<file path="src/rtl/keypad_scan_code_lock_assert.svh">
// assertion macros for the keypad code lock rtl
`ifndef KEYPAD_SCAN_CODE_LOCK_ASSERT_SVH
`define KEYPAD_SCAN_CODE_LOCK_ASSERT_SVH

// same-cycle implication, checked outside reset
`define KSL_ASSERT_IMP(lbl, clk, rst_n, ante, cons) \
    lbl: assert property (@(posedge clk) disable iff (!(rst_n)) (ante) |-> (cons)) \
        else $error("implication check failed");

// next-cycle implication, checked outside reset
`define KSL_ASSERT_NXT(lbl, clk, rst_n, ante, cons) \
    lbl: assert property (@(posedge clk) disable iff (!(rst_n)) (ante) |=> (cons)) \
        else $error("next-cycle check failed");

`endif

</file>
<file path="src/rtl/ksl_pkg.sv">
// ----------------------------------------------------------------------------
// ksl_pkg
// Types, constants and the key map of the keypad scanner and code lock.
// ----------------------------------------------------------------------------
package ksl_pkg;

    localparam int unsigned ROWS      = 4;
    localparam int unsigned CODE_LEN  = 4;
    localparam int unsigned Q_DEPTH   = 2;
    localparam int unsigned Q_PTR_W   = $clog2(Q_DEPTH);
    localparam int unsigned Q_CNT_W   = $clog2(Q_DEPTH + 1);

    localparam logic [31:0] PASSCODE_RESET = 32'h3132_3334;
    localparam logic [2:0]  COUNT_FULL     = 3'd4;
    localparam logic [2:0]  COUNT_LAST     = 3'd3;

    typedef logic [7:0] t_char;
    typedef logic [3:0] t_rows;
    typedef logic [1:0] t_col;
    typedef logic [1:0] t_row_idx;
    typedef logic [2:0] t_count;

    // event handed from the scanner to the lock
    typedef struct packed {
        logic [3:0] column_drive;
        logic       key_valid;
        t_char      key_char;
    } t_scan_evt;

    // character of the key at a column and row
    function automatic t_char key_map(input t_col col, input t_row_idx row);
        t_char ch;
        case ({col, row})
            4'h0:    ch = "1";
            4'h1:    ch = "4";
            4'h2:    ch = "7";
            4'h3:    ch = "0";
            4'h4:    ch = "2";
            4'h5:    ch = "5";
            4'h6:    ch = "8";
            4'h7:    ch = "F";
            4'h8:    ch = "3";
            4'h9:    ch = "6";
            4'hA:    ch = "9";
            4'hB:    ch = "E";
            4'hC:    ch = "A";
            4'hD:    ch = "B";
            4'hE:    ch = "C";
            default: ch = "D";
        endcase
        return ch;
    endfunction

endpackage

</file>
<file path="src/rtl/ksl_if.sv">
// ----------------------------------------------------------------------------
// ksl_if
// Valid/ready channels of the keypad code lock: row samples in, results out.
// ----------------------------------------------------------------------------

// row sample channel
interface ksl_row_if;
    logic       valid;
    logic       ready;
    logic [3:0] row_lines;

    modport source (output valid, output row_lines, input ready);
    modport sink   (input valid, input row_lines, output ready);
endinterface

// result channel
interface ksl_res_if;
    logic       valid;
    logic       ready;
    logic [3:0] column_drive;
    logic       key_valid;
    logic [7:0] key_char;
    logic [2:0] entered_count;
    logic       check_done;
    logic       access_granted;

    modport source (output valid, output column_drive, output key_valid,
                    output key_char, output entered_count, output check_done,
                    output access_granted, input ready);
    modport sink   (input valid, input column_drive, input key_valid,
                    input key_char, input entered_count, input check_done,
                    input access_granted, output ready);
endinterface

</file>
<file path="src/rtl/ksl_scan.sv">
// ----------------------------------------------------------------------------
// ksl_scan
// Front end: walks the columns, picks the lowest pressed row, waits for
// release and turns each row sample into a scan event.
// ----------------------------------------------------------------------------
module ksl_scan import ksl_pkg::*; (
    input  logic         i_clk,
    input  logic         i_rst_n,
    ksl_row_if.sink      i_row,
    input  logic         i_q_ready,
    output logic         o_push,
    output t_scan_evt    o_evt
);

    typedef enum logic {
        ST_SCAN,
        ST_HOLD
    } t_state;

    t_state   r_state, n_state;
    t_col     r_col, n_col;
    t_row_idx r_held, n_held;

    logic     fire;
    logic     found;
    t_row_idx low_row;

    assign i_row.ready = i_q_ready;
    assign fire        = i_row.valid && i_q_ready;
    assign o_push      = i_row.valid;

    // lowest pressed row
    always_comb begin
        found   = 1'b0;
        low_row = '0;
        for (int r = ROWS - 1; r >= 0; r--) begin
            if (!i_row.row_lines[r]) begin
                found   = 1'b1;
                low_row = t_row_idx'(r);
            end
        end
    end

    // next scan state and the event for this sample
    always_comb begin
        n_state = r_state;
        n_col   = r_col;
        n_held  = r_held;
        o_evt   = '0;
        case (r_state)
            ST_HOLD: begin
                if (i_row.row_lines[r_held]) begin
                    n_state = ST_SCAN;
                    n_col   = r_col + t_col'(1);
                end
            end
            ST_SCAN: begin
                if (!found) begin
                    n_col = r_col + t_col'(1);
                end else begin
                    n_state         = ST_HOLD;
                    n_held          = low_row;
                    o_evt.key_valid = 1'b1;
                    o_evt.key_char  = key_map(r_col, low_row);
                end
            end
            default: n_state = ST_SCAN;
        endcase
        o_evt.column_drive = ~(4'b0001 << n_col);
    end

    // scan state
    always_ff @(posedge i_clk) begin
        if (!i_rst_n) begin
            r_state <= ST_SCAN;
            r_col   <= '0;
            r_held  <= '0;
        end else if (fire) begin
            r_state <= n_state;
            r_col   <= n_col;
            r_held  <= n_held;
        end
    end

endmodule

</file>
<file path="src/rtl/ksl_queue.sv">
// ----------------------------------------------------------------------------
// ksl_queue
// Short event queue between the scanner and the lock.
// ----------------------------------------------------------------------------
module ksl_queue import ksl_pkg::*; (
    input  logic         i_clk,
    input  logic         i_rst_n,
    input  logic         i_push,
    input  t_scan_evt    i_evt,
    output logic         o_ready,
    output logic         o_valid,
    output t_scan_evt    o_evt,
    input  logic         i_pop
);

    t_scan_evt             r_slot [Q_DEPTH];
    logic [Q_PTR_W-1:0]    r_wr_ptr, r_rd_ptr;
    logic [Q_CNT_W-1:0]    r_cnt;

    logic do_push, do_pop;

    assign o_ready = (r_cnt != Q_CNT_W'(Q_DEPTH));
    assign o_valid = (r_cnt != '0);
    assign o_evt   = r_slot[r_rd_ptr];
    assign do_push = i_push && o_ready;
    assign do_pop  = i_pop && o_valid;

    // pointers and fill level
    always_ff @(posedge i_clk) begin
        if (!i_rst_n) begin
            r_wr_ptr <= '0;
            r_rd_ptr <= '0;
            r_cnt    <= '0;
        end else begin
            if (do_push) begin
                r_wr_ptr <= (r_wr_ptr == Q_PTR_W'(Q_DEPTH - 1)) ? '0 : r_wr_ptr + 1'b1;
            end
            if (do_pop) begin
                r_rd_ptr <= (r_rd_ptr == Q_PTR_W'(Q_DEPTH - 1)) ? '0 : r_rd_ptr + 1'b1;
            end
            case ({do_push, do_pop})
                2'b10:   r_cnt <= r_cnt + 1'b1;
                2'b01:   r_cnt <= r_cnt - 1'b1;
                default: r_cnt <= r_cnt;
            endcase
        end
    end

    // slot storage
    always_ff @(posedge i_clk) begin
        if (do_push) begin
            r_slot[r_wr_ptr] <= i_evt;
        end
    end

endmodule

</file>
<file path="src/rtl/ksl_lock.sv">
// ----------------------------------------------------------------------------
// ksl_lock
// Back end: collects keys, compares four of them with the passcode and
// holds the result item in an output register.
// ----------------------------------------------------------------------------
module ksl_lock import ksl_pkg::*; (
    input  logic         i_clk,
    input  logic         i_rst_n,
    input  logic         i_cfg_wr_en,
    input  logic [31:0]  i_cfg_wr_data,
    input  logic         i_evt_valid,
    input  t_scan_evt    i_evt,
    output logic         o_pop,
    ksl_res_if.source    o_res
);

    // the fourth key is compared straight from the event, so three entries
    t_char       r_entry [CODE_LEN-1];
    t_count      r_count, n_count;
    logic        r_access, n_access;
    logic [31:0] r_pass;
    logic        r_out_valid;
    logic        n_done;

    logic [3:0]  r_out_col;
    logic        r_out_kv;
    t_char       r_out_char;
    t_count      r_out_count;
    logic        r_out_done;

    assign o_pop = i_evt_valid && (!r_out_valid || o_res.ready);

    // key count, comparison and access flag
    always_comb begin
        n_count  = r_count;
        n_access = r_access;
        n_done   = 1'b0;
        if (i_evt.key_valid) begin
            if (r_count >= COUNT_FULL) begin
                n_count = 3'd1;
            end else begin
                n_count = r_count + 3'd1;
                if (r_count == COUNT_LAST) begin
                    n_done   = 1'b1;
                    n_access = ({r_entry[0], r_entry[1], r_entry[2], i_evt.key_char}
                                == r_pass);
                end
            end
        end
    end

    // control state and passcode
    always_ff @(posedge i_clk) begin
        if (!i_rst_n) begin
            r_count     <= '0;
            r_access    <= 1'b0;
            r_pass      <= PASSCODE_RESET;
            r_out_valid <= 1'b0;
        end else begin
            if (i_cfg_wr_en) begin
                r_pass <= i_cfg_wr_data;
            end
            if (o_pop) begin
                r_count     <= n_count;
                r_access    <= n_access;
                r_out_valid <= 1'b1;
            end else if (o_res.ready) begin
                r_out_valid <= 1'b0;
            end
        end
    end

    // entry buffer and result payload
    always_ff @(posedge i_clk) begin
        if (o_pop) begin
            if (i_evt.key_valid) begin
                if (r_count >= COUNT_FULL) begin
                    r_entry[0] <= i_evt.key_char;
                end else if (r_count < COUNT_LAST) begin
                    r_entry[r_count[1:0]] <= i_evt.key_char;
                end
            end
            r_out_col   <= i_evt.column_drive;
            r_out_kv    <= i_evt.key_valid;
            r_out_char  <= i_evt.key_char;
            r_out_count <= n_count;
            r_out_done  <= n_done;
        end
    end

    assign o_res.valid          = r_out_valid;
    assign o_res.column_drive   = r_out_col;
    assign o_res.key_valid      = r_out_kv;
    assign o_res.key_char       = r_out_char;
    assign o_res.entered_count  = r_out_count;
    assign o_res.check_done     = r_out_done;
    assign o_res.access_granted = r_access;

endmodule

</file>
<file path="src/rtl/keypad_scan_code_lock.sv">
// ----------------------------------------------------------------------------
// keypad_scan_code_lock
// 4x4 matrix keypad scanner with a four-key code lock.
// ----------------------------------------------------------------------------
// Each row sample item yields exactly one result item, which carries the
// column pattern to drive for the next sample. The block takes one item per
// clock while input ready is high; its result is registered in the
// scanner-to-lock event queue and then in the result register. A stalled
// output side fills the two-entry queue before input ready drops. The
// passcode register is written directly and is used at the next comparison.
// ----------------------------------------------------------------------------
`include "keypad_scan_code_lock_assert.svh"

module keypad_scan_code_lock import ksl_pkg::*; (
    input  logic         i_clk,
    input  logic         i_rst_n,
    ksl_row_if.sink      i_row,
    ksl_res_if.source    o_res,
    input  logic         i_cfg_wr_en,
    input  logic [31:0]  i_cfg_wr_data
);

    logic      push, q_ready, q_valid, pop;
    t_scan_evt scan_evt, q_evt;

    // front end: scanner
    ksl_scan u_scan (
        .i_clk     (i_clk),
        .i_rst_n   (i_rst_n),
        .i_row     (i_row),
        .i_q_ready (q_ready),
        .o_push    (push),
        .o_evt     (scan_evt)
    );

    // event queue
    ksl_queue u_queue (
        .i_clk   (i_clk),
        .i_rst_n (i_rst_n),
        .i_push  (push),
        .i_evt   (scan_evt),
        .o_ready (q_ready),
        .o_valid (q_valid),
        .o_evt   (q_evt),
        .i_pop   (pop)
    );

    // back end: code lock
    ksl_lock u_lock (
        .i_clk         (i_clk),
        .i_rst_n       (i_rst_n),
        .i_cfg_wr_en   (i_cfg_wr_en),
        .i_cfg_wr_data (i_cfg_wr_data),
        .i_evt_valid   (q_valid),
        .i_evt         (q_evt),
        .o_pop         (pop),
        .o_res         (o_res)
    );

    // checks
    `KSL_ASSERT_IMP(a_done_at_four, i_clk, i_rst_n, o_res.valid && o_res.check_done, o_res.key_valid && (o_res.entered_count == COUNT_FULL))
    `KSL_ASSERT_IMP(a_no_key_no_char, i_clk, i_rst_n, o_res.valid && !o_res.key_valid, (o_res.key_char == 8'd0) && !o_res.check_done)
    `KSL_ASSERT_IMP(a_one_column, i_clk, i_rst_n, o_res.valid, $onehot(~o_res.column_drive))
    `KSL_ASSERT_NXT(a_access_steady, i_clk, i_rst_n, o_res.valid && !o_res.ready, o_res.valid && $stable(o_res.access_granted))

endmodule
</file>
<file path="src/flat_wrapper.sv">
// flat-port wrapper written by rule: the top's interface ports become plain ports
module keypad_scan_code_lock_flat import ksl_pkg::*;
  (i_clk, i_rst_n, i_cfg_wr_en, i_cfg_wr_data, i_row_valid, i_row_row_lines, i_row_ready, o_res_valid, o_res_column_drive, o_res_key_valid, o_res_key_char, o_res_entered_count, o_res_check_done, o_res_access_granted, o_res_ready);
  ksl_row_if i_row_i ();
  ksl_res_if o_res_i ();
  input  logic i_clk;
  input  logic i_rst_n;
  input  logic i_cfg_wr_en;
  input  logic [31:0] i_cfg_wr_data;
  input wire logic [$bits(i_row_i.valid)-1:0] i_row_valid;
  input wire logic [$bits(i_row_i.row_lines)-1:0] i_row_row_lines;
  output wire logic [$bits(i_row_i.ready)-1:0] i_row_ready;
  output wire logic [$bits(o_res_i.valid)-1:0] o_res_valid;
  output wire logic [$bits(o_res_i.column_drive)-1:0] o_res_column_drive;
  output wire logic [$bits(o_res_i.key_valid)-1:0] o_res_key_valid;
  output wire logic [$bits(o_res_i.key_char)-1:0] o_res_key_char;
  output wire logic [$bits(o_res_i.entered_count)-1:0] o_res_entered_count;
  output wire logic [$bits(o_res_i.check_done)-1:0] o_res_check_done;
  output wire logic [$bits(o_res_i.access_granted)-1:0] o_res_access_granted;
  input wire logic [$bits(o_res_i.ready)-1:0] o_res_ready;
  assign i_row_i.valid = i_row_valid;
  assign i_row_i.row_lines = i_row_row_lines;
  assign i_row_ready = i_row_i.ready;
  assign o_res_valid = o_res_i.valid;
  assign o_res_column_drive = o_res_i.column_drive;
  assign o_res_key_valid = o_res_i.key_valid;
  assign o_res_key_char = o_res_i.key_char;
  assign o_res_entered_count = o_res_i.entered_count;
  assign o_res_check_done = o_res_i.check_done;
  assign o_res_access_granted = o_res_i.access_granted;
  assign o_res_i.ready = o_res_ready;
  keypad_scan_code_lock u_core (.i_clk(i_clk), .i_rst_n(i_rst_n), .i_row(i_row_i), .o_res(o_res_i), .i_cfg_wr_en(i_cfg_wr_en), .i_cfg_wr_data(i_cfg_wr_data));
endmodule
</file>
<file path="config.mk">
export PLATFORM = sky130hd
export DESIGN_NAME = keypad_scan_code_lock_flat
export DESIGN_NICKNAME = d
export VERILOG_FILES = /design/src/rtl/ksl_pkg.sv /design/src/rtl/ksl_if.sv /design/src/rtl/ksl_scan.sv /design/src/rtl/ksl_queue.sv /design/src/rtl/ksl_lock.sv /design/src/rtl/keypad_scan_code_lock.sv /design/src/flat_wrapper.sv
export VERILOG_INCLUDE_DIRS = /design/src /design/src/rtl
export SDC_FILE = /design/constraint.sdc
export NUM_CORES = 1
export LEC_CHECK = 0
export BUFFER_PORTS_ARGS = -buffer_cell sky130_fd_sc_hd__buf_2
export CORE_MARGIN = 2
export CORE_UTILIZATION = 51
export DETAILED_ROUTE_END_ITERATION = 7
export GPL_TIMING_DRIVEN = 0
export PLACE_DENSITY = 0.86
export SYNTH_ARGS = -nofsm -noshare
export SYNTH_HDL_FRONTEND = slang
export SYNTH_SLANG_ARGS = --single-unit
</file>
<file path="constraint.sdc">
create_clock -name i_clk -period 2.1 [get_ports i_clk]
set_input_delay 0.42 -clock i_clk [delete_from_list [all_inputs] [get_ports i_clk]]
set_output_delay 0.42 -clock i_clk [all_outputs]
set_load 0.005 [all_outputs]
</file>
# == Yosys cells after proc, flatten, opt, wreduce, memory -nomap -nowiden ==
# Memories as Yosys holds them, arrays and structs flattened. A register that Yosys moved wholly into a read port is not among the register bits.
# Cells that the tools add are included.
# word_totals
register_bits,63
ram_bits,50
rom_bits,112
memories,3
# mem_list
name,words,width,rd,rd_ports_with_merged_regs,write_ports,line,rtl
(no name shown),16,7,1,0,0,ksl_pkg.sv:33,"case ({col, row})"
u_core.u_queue.r_slot,2,13,1,1,1,ksl_queue.sv:16,t_scan_evt r_slot [Q_DEPTH];
u_core.u_lock.r_entry,3,8,3,0,1,ksl_lock.sv:18,t_char r_entry [CODE_LEN-1];
# op_classes
n_addsub,6
magnitude_cmp,3
eq_ne,5
n_shift,1
n_mux,42
bitwise,4
n_reduce_logical,12
# ops
operator,n
== test 32 bit,1
two-way mux 1 bit,26
two-way mux 9 bit,2
two-way mux 2 bit,7
two-way mux 8 bit,1
one-hot mux 2 bit (2 select lines),2
OR reduction 8 bit,1
two-way mux 3 bit,2
nonzero test 2 bit,3
"adder 2 x 1 -> 2 bit, second input constant",2
inverter 4 bit,1
AND reduction 4 bit,1
"<< shifter 1 x 2 -> 4 bit, first input constant",1
"adder 3 x 1 -> 3 bit, second input constant",1
"== test 3 x 2 -> 1 bit, second input constant",1
"greater-or-equal comparator 3 bit, second input constant",1
logical AND 1 bit,3
"less-than comparator 2 x 3 -> 1 bit, second input constant",1
"less-than comparator 3 x 2 -> 1 bit, second input constant",1
inverter 1 bit,3
AND reduction 3 bit,1
"adder 1 bit, second input constant",2
binary-select mux 1 bit (select 2 bit),1
"== test 2 x 1 -> 1 bit, second input constant",1
other kinds (7),7

# == Longest topological paths before layout ==
# Gate-level depths: netlist (run 1).
# logic_depth
word_depth,8
mapped_depth,8
mapped_depth_nobuf,8

# == Hierarchy ==
# Synthesis (run 1) repeated with hierarchy kept, for this count alone.
# unflattened
cells_unflattened,368
area_unflattened_um2,4875.9
# by_module_without_submodules
mod,n_inst,cells_per_inst,area_per_inst_um2,seq_area_each_um2
ksl_lock,1,228,3099.2,1971.9
ksl_queue,1,64,1167.4,880.8
ksl_scan,1,76,609.3,100.1

# == Worst setup path before layout (run 1) ==
# Ideal clock, no wire load.
# synth_path
kind,input port to flip-flop
startpoint,input port o_res_ready
endpoint,register u_core.u_queue.r_cnt[1]
setup_ps,76
t_arrival_ps,2160
required_time_ps,2024
path_slack_ps,-136
cell_stages,5
path_buffers,0
path_cell_list,nor2b_1 > nor2_1 > ha_1 > or3_1 > a21boi_0
# synth_via
elab_chain_len,5
elab_cells_between_ends,7
# synth_lines
element,line,rtl
start: declaration,flat_wrapper.sv:20,input wire logic [$bits(o_res_i.ready)-1:0] o_res_ready;
logical OR 1 bit *,ksl_lock.sv:31,assign o_pop = i_evt_valid && (!r_out_valid || o_res.ready);
logical AND 1 bit *,ksl_lock.sv:31,
via u_core.pop,keypad_scan_code_lock.sv:23,"logic push, q_ready, q_valid, pop;"
logical AND 1 bit *,ksl_queue.sv:26,assign do_pop = i_pop && o_valid;
== test 2 x 1 -> 1 bit or == test 2 bit (tied branches),ksl_queue.sv:41,"case ({do_push, do_pop})"
one-hot mux 2 bit (2 select lines) or nonzero test 2 bit (tied branches),-,
end signal: assignment,ksl_queue.sv:42,2'b10: r_cnt <= r_cnt + 1'b1;
end signal: assignment,ksl_queue.sv:43,2'b01: r_cnt <= r_cnt - 1'b1;
end signal: assignment,ksl_queue.sv:44,default: r_cnt <= r_cnt;
end: declaration,ksl_queue.sv:18,logic [Q_CNT_W-1:0] r_cnt;
# Mark *: on every way through the listed nets, which the timed path passes. The rest lies on a longest branch.
# A chain may end at the register's enable or synchronous reset.

==> results_dict.tcl, run 1 <==
set metrics [dict create \
    synth_cell_type_count 46 \
    rsz0062_at_grt "false" \
    die_x_um 96.07 \
    grt_pass1_vias 2665 \
    num_rows 33 \
    drt_iter0_drc 184 \
    tightestPinTransition_ns 0.5619 \
    drive_gt1_frac 0.2388 \
    grt_use_total 0.1849 \
    max_freq_ghz 0.5037 \
    clkSlewWorstSetupHoldPaths_ns 0.09 \
    drv_cap 0 \
    insertion_delay_ns 0.37 \
    pre_cts_ws_ns -0.2520 \
    hold_class "input pin to register" \
    syn_nets 398 \
    htree_levels 3 \
    ys_seq_area_frac 0.5997 \
    dpl.hpwl_um 5907 \
    cts_buffers 9 \
    synthFlopType "edfxtp_1" \
    p_leak_nw 1.949 \
    ctsHoldBuffers 0 \
    min_period_over_period 0.9453 \
    finalMaxSlewViolations 0 \
    crit_path_max_fanout 8 \
    fin_ws_ns 0.1148 \
    vias 2735 \
    drc 0 \
    layoutNonFillerInstCount 528 \
    netlist_area_um2 4323 \
    antenna_found_initial 0 \
    finalWirelength_um 8202 \
    ant_nets 0 \
    die_height_um 96.07 \
    clock_path_buffers 2 \
    path_class "register to register" \
    ir_drop_mv 0.5448 \
    placed_area_um2 4760 \
    synth_edf_count 55 \
    synth_area_per_cell_um2 12.39 \
    first_pass_iters 4 \
    whs_ns 0.2653 \
    fin_crit_ns 1.985 \
    fin_tns_setup_ns 0 \
    fillers 658 \
    grt_pass1_wl_um 12680 \
    cp-start-kind "register" \
    gp_congestion 0.9083 \
    timing.slew.headroom 0.6226 \
    hold_viol_final 0 \
    io_buffers 58 \
    skew_ns 0.008098 \
    fin_area_um2 4990 \
    dieArea_um2 9228 \
    via_per_inst 5.180 \
    tritoncts "built" \
    setup_viol 0 \
    syn2layout_area_growth_pct 15.43 \
    worst_ep_arrival_time_ns 2.00 \
    ys_ff_latch 102 \
    ios 61 \
    synth_warnings 0 \
    core_um2 8217 \
    clock_sinks 102 \
    async_flop_share 0 \
    powerDensity_nw_per_um2 1034 \
    dp.cells 512 \
    clock-root-buffer "clkbuf_8" \
    grt_overflow 0 \
    status "finished clean" \
    postSynthCellCount 349 \
    nNetsFinal 467 \
    wl_per_cell_um 15.53 \
    initial_utilization 0.5261 \
    grt_max_degree 19 \
    post_cts_buffers 0 \
    critPathCaptureType "register" \
    diodes 0 \
    worstPathRequired_ns 2.12 \
]
==> cell type report <==
class | count | area [µm²] | share of cell area
buffer | 17 | 85.08 | 0.01705
clock buffer | 9 | 123.9 | 0.02482
clock inverter | 7 | 81.33 | 0.01630
inverter | 10 | 37.54 | 0.007523
multi-input combinational | 220 | 1648 | 0.3302
sequential | 102 | 2592 | 0.5196
tap | 105 | 131.4 | 0.02633
timing repair buffer | 58 | 290.3 | 0.05817
==> cells in the final DEF (no fill, tap or decap), drive strengths merged, types with 5 or more instances in the layout <==
cell type / synthesis / layout
a21oi: 9 / 9
and3: 6 / 6
ha: 8 / 8
edfxtp: 55 / 55
and2: 6 / 6
nor2: 13 / 13
xnor2: 20 / 20
nor3: 10 / 10
mux2: 10 / 10
mux2i: 37 / 37
xor2: 6 / 6
o21ai: 8 / 8
dfxtp: 47 / 47
clkbuf: 8 / 17
inv: 10 / 13
buf: 9 / 67
nand2: 27 / 27
nor2b: 23 / 23
nor4: 5 / 5
==> logic make-up (layout without fill, tap and decap cells) <==
kind of cell	count (synthesis)	in the layout	share of synthesized area
simple gates	104	104	0.1265
flops	102	102	0.5997
mux	48	48	0.1178
compound gates	32	32	0.04863
buf+inv	27	101	0.02836
xor+xnor	26	26	0.05268
fa+ha+maj	9	9	0.02547
other cells	1	1	0.0008675
==> worst paths after layout <==
path / startpoint / endpoint / slack [ns] / cells after the start
max reg2reg: register / u_core.u_lock.r_entry[0][0]$_DFFE_PP_ / 0.11 / 4
max: register / u_core.u_lock.r_entry[0][0]$_DFFE_PP_ / 0.11 / 4
min reg2reg: u_core.u_lock.o_res.access_granted$_SDFFE_PN0P_ / u_core.u_lock.o_res.access_granted$_SDFFE_PN0P_ / 0.48 / 2
min: i_cfg_wr_data[5] / u_core.u_lock.r_pass[5]$_SDFFE_PN1P_ / 0.27 / 3
==> flip-flops by register name (all words and copies together), names as in the netlist, 2 cells and up, named ones only <==
name,cells
u_core.u_lock.o_res.column_drive,4
u_core.u_lock.o_res.entered_count,3
u_core.u_lock.o_res.key_char,6
u_core.u_lock.r_count,3
u_core.u_lock.r_entry,18
u_core.u_lock.r_pass,32
u_core.u_queue.r_cnt,2
u_core.u_queue.r_slot,22
u_core.u_scan.r_col,2
u_core.u_scan.r_held,2
==> synth_stat cells (2+ instances only) <==
master / count / area, µm²
dfxtp_1: 47 / 940.9
and2_1: 6 / 37.54
a21boi_0: 3 / 22.52
nand2_1: 27 / 101.4
a21oi_1: 9 / 45.04
buf_4: 2 / 15.01
and3_1: 6 / 37.54
nand3_1: 4 / 20.02
o211ai_1: 2 / 15.01
clkbuf_1: 8 / 30.03
nor3_1: 10 / 50.05
o21ai_0: 7 / 35.03
nor2b_1: 23 / 143.9
ha_1: 8 / 100.1
nand2b_1: 2 / 12.51
mux2_2: 9 / 101.4
xor2_1: 6 / 52.55
mux2i_1: 37 / 370.4
edfxtp_1: 55 / 1652
xnor2_1: 20 / 175.2
nor4_1: 4 / 25.02
inv_1: 10 / 37.54
or3_1: 4 / 25.02
nor2_1: 12 / 45.04
buf_2: 5 / 25.02
nand4_1: 3 / 18.77
==> per-stage QoR <==
step / power (mW) / util
global route: 5.426 / 0.6073
detailed placement: 3.922 / 0.5793
floorplan: 3.503 / -
CTS: 5.173 / 0.6048
finish: 5.158 / 0.6073
global placement: 3.856 / 0.5777
==> critical path: stages, from the launching register on <==
cell     delay (ns)
dfxtp_1        0.37
mux2i_1        0.19
or3_1          0.40
buf_2          0.20
nor2_1         0.46
==> routing by layer <==
metal	up-vias	routed length (µm)	GRT usage
li1	1364	-	-
met1	1302	3580	0.2214
met2	58	4172	0.3252
met3	11	373	0.05482
met4	0	76	0.04643
met5	-	0	0
==> report_power, final <==
group          internal (mW)  leakage (nW)  total [mW]  switching (mW)
clock                  0.567         0.101        1.26           0.692
combinational          0.507         0.964        1.17           0.666
sequential              2.57         0.884        2.73           0.155
total                   3.64          1.95        5.16            1.51
==> timing repair <==
| action | 4_1_cts | 5_1_grt |
|---|---|---|
| setup endpoints to repair | 13 | 23 |
| pin swaps | 0 | 0 |
| resized for setup | 1 | 3 |
| hold endpoints to repair | 0 | 0 |
Note: power is estimated with default switching activity, not from simulation.
==> inputs of run 2 (changes only) <==
CORE_UTILIZATION = 52   (was 51)
PLACE_DENSITY = 0.87   (was 0.86)
SYNTH_HIERARCHICAL = 1   (was unset)
==> run 2 against run 1 <==
Non-clock buffer count up 5; total power up 52%; largest cell class unchanged; synthesized cell count up 5.4%; core utilization up 5.1 points; sequential share of layout area down 2.9 points; fmax down 1.0%; global-route usage up 2.6 points.
==> results_dict.tcl, run 2 <==
set metrics [dict create \
    tightestPinTransition_ns 0.7654 \
    vias 3085 \
    largest-register "u_core/u_lock/r_pass" \
    die_height_um 100.8 \
    grt_use_total 0.2106 \
    r2r_slack_ns 0.09 \
    fillers 624 \
    diodes 0 \
    grt_overflow 0 \
    cpPeakStageDelay_ns 0.44 \
    placed_area_um2 5310 \
    p_leak_nw 2.321 \
    ys_ff_latch 114 \
    skew_ns 0.007872 \
    drc 0 \
    async_flop_share 0 \
    final_common_cell "edfxtp_1" \
    finalMaxSlewViolations 0 \
    drv_cap 0 \
    netlist_area_um2 4876 \
    ant_nets 0 \
    largest_reg_flops 32 \
    postSynthCellCount 368 \
    min_period_over_period 0.9551 \
    clock_path_buffers 2 \
    dieArea_um2 10170 \
    layoutNonFillerInstCount 576 \
    ctsHoldBuffers 0 \
    whs_ns 0.1290 \
    gp_congestion 0.8269 \
    synth_edf_count 67 \
    core_um2 9153 \
    worstPathRequired_ns 2.24 \
    clock_sinks 114 \
    initial_utilization 0.5327 \
    first_pass_iters 4 \
    powerDensity_nw_per_um2 1302 \
    via_per_inst 5.356 \
    fin_ws_ns 0.09428 \
    max_freq_ghz 0.4986 \
    dpl.hpwl_um 6470 \
    clkSlewWorstSetupHoldPaths_ns 0.05 \
    setup_viol 0 \
    fin_tns_setup_ns 0 \
    ys_seq_area_frac 0.6056 \
    grt_pass1_wl_um 15700 \
    cp_slowest_cell "nor3_4" \
    fin_crit_ns 2.006 \
    synth.most_common_cell "edfxtp_1" \
    fin_area_um2 6025 \
    clock-root-buffer "clkbuf_8" \
    cts_buffers 17 \
    pre_cts_ws_ns -0.6044 \
    drt_iter0_drc 141 \
    status "finished clean" \
    ios 61 \
    syn2layout_area_growth_pct 23.56 \
    timing.slew.headroom 0.4879 \
    synthFlopType "edfxtp_1" \
    htree_levels 4 \
    synth_warnings 6 \
    path_class "register to register" \
    insertion_delay_ns 0.50 \
    antenna_found_initial 0 \
    synth_cell_type_count 54 \
    io_buffers 59 \
    drive_gt1_frac 0.3075 \
    critPathCaptureType "register" \
    die_x_um 100.8 \
    finalWirelength_um 9969 \
    hold_class "input pin to register" \
    synth_area_per_cell_um2 13.25 \
    tritoncts "built" \
    synthTopCellsByCount "edfxtp_1, dfxtp_1, mux2i_1, xnor2_1, nand2_1" \
    crit_path_max_fanout 10 \
    rsz0062_at_grt "false" \
    reg_top3 "u_core/u_lock/r_pass: 32 flops, u_core/u_queue/r_slot: 26 flops, u_core/u_lock/r_entry: 24 flops" \
    path_cells "buf_6, mux2_2, and2b_4, nand2_1, nor3_4" \
    syn_nets 416 \
    num_rows 35 \
    wl_per_cell_um 17.31 \
    hold_viol_final 0 \
    synth_area_leaders "edfxtp_1, dfxtp_1, mux2i_1, xnor2_1, mux2_2" \
    ir_drop_mv 0.6657 \
    grt_pass1_vias 3259 \
    mostFrequentLayoutCells "edfxtp_1, buf_2, dfxtp_1" \
    synth_top_area_frac 0.4126 \
    nNetsFinal 500 \
    cp-start-kind "register" \
    grt_max_degree 17 \
    synth_top_area_cell "edfxtp_1" \
    dp.cells 538 \
    worst_ep_arrival_time_ns 2.14 \
]
run 2: worst paths after layout:
kind                                         start  depth (start not counted)                                    end
max reg2reg                               register                          5  u_core/u_lock/r_entry[2][3]$_DFFE_PP_
min reg2reg  u_core/u_lock/r_pass[17]$_SDFFE_PN1P_                          2  u_core/u_lock/r_pass[17]$_SDFFE_PN1P_
min                              i_cfg_wr_data[17]                          3  u_core/u_lock/r_pass[17]$_SDFFE_PN1P_
max                                       register                          5  u_core/u_lock/r_entry[2][3]$_DFFE_PP_
run 2: metal layers:
metal / up-vias / track usage / wire [µm]
met2: 89 / 0.3779 / 5310
met1: 1501 / 0.2274 / 3961
met3: 21 / 0.05687 / 482
met4: 0 / 0.1054 / 215
li1: 1474 / - / -
met5: - / 0 / 0
run 2: worst max-delay path, delay by kind of cell, from the launching register on:
family	cells	cell delay [ns]
buffers and inverters	1	0.15
flip-flops	1	0.35
multiplexers	1	0.32
AND/OR/NAND/NOR	3	0.81
run 2: power breakdown:
part	switching [mW]	total, mW	internal, mW
clock	0.946	2.91	1.96
combinational	1.01	1.77	0.751
sequential	0.200	3.17	2.97
total	2.16	7.85	5.69
run 2: layout make-up:
| cell class | instances | area [µm²] | area share |
|---|---|---|---|
| Buffer | 16 | 113.9 | 0.01890 |
| Multi-Input combinational cell | 229 | 1827 | 0.3032 |
| Sequential cell | 114 | 2954 | 0.4903 |
| Inverter | 10 | 43.79 | 0.007269 |
| Timing Repair Buffer | 64 | 332.8 | 0.05524 |
| Clock buffer | 23 | 488.0 | 0.08100 |
| Tap cell | 111 | 138.9 | 0.02305 |
| Clock inverter | 9 | 126.4 | 0.02098 |
run 2: through the flow:
stage | util | power [mW]
after floorplan | - | 4.222
after global placement | 0.5802 | 4.667
after detailed placement | 0.5802 | 4.741
after CTS | 0.6562 | 7.819
after global routing | 0.6582 | 8.173
final | 0.6582 | 7.846
run 2: logic make-up (layout without fill, tap and decap cells):
family	after synthesis	after routing	synth area share
DFF	114	114	0.6056
other	1	1	0.0007691
buffers and inverters	26	122	0.03028
xor gates and xnor gates	35	35	0.06287
AOI/OAI and AO/OA	32	32	0.04747
muxes	55	55	0.1201
and+or+nand+nor	97	98	0.1129
adders and majority gates	8	8	0.02001
run 2: repair_timing:
item,4_1_cts,5_1_grt
buffers inserted,3,2
endpoints found under the setup margin,26,2
gates cloned,1,0
endpoints found under the hold margin,0,0
pin swaps,1,2
resized for setup,10,1
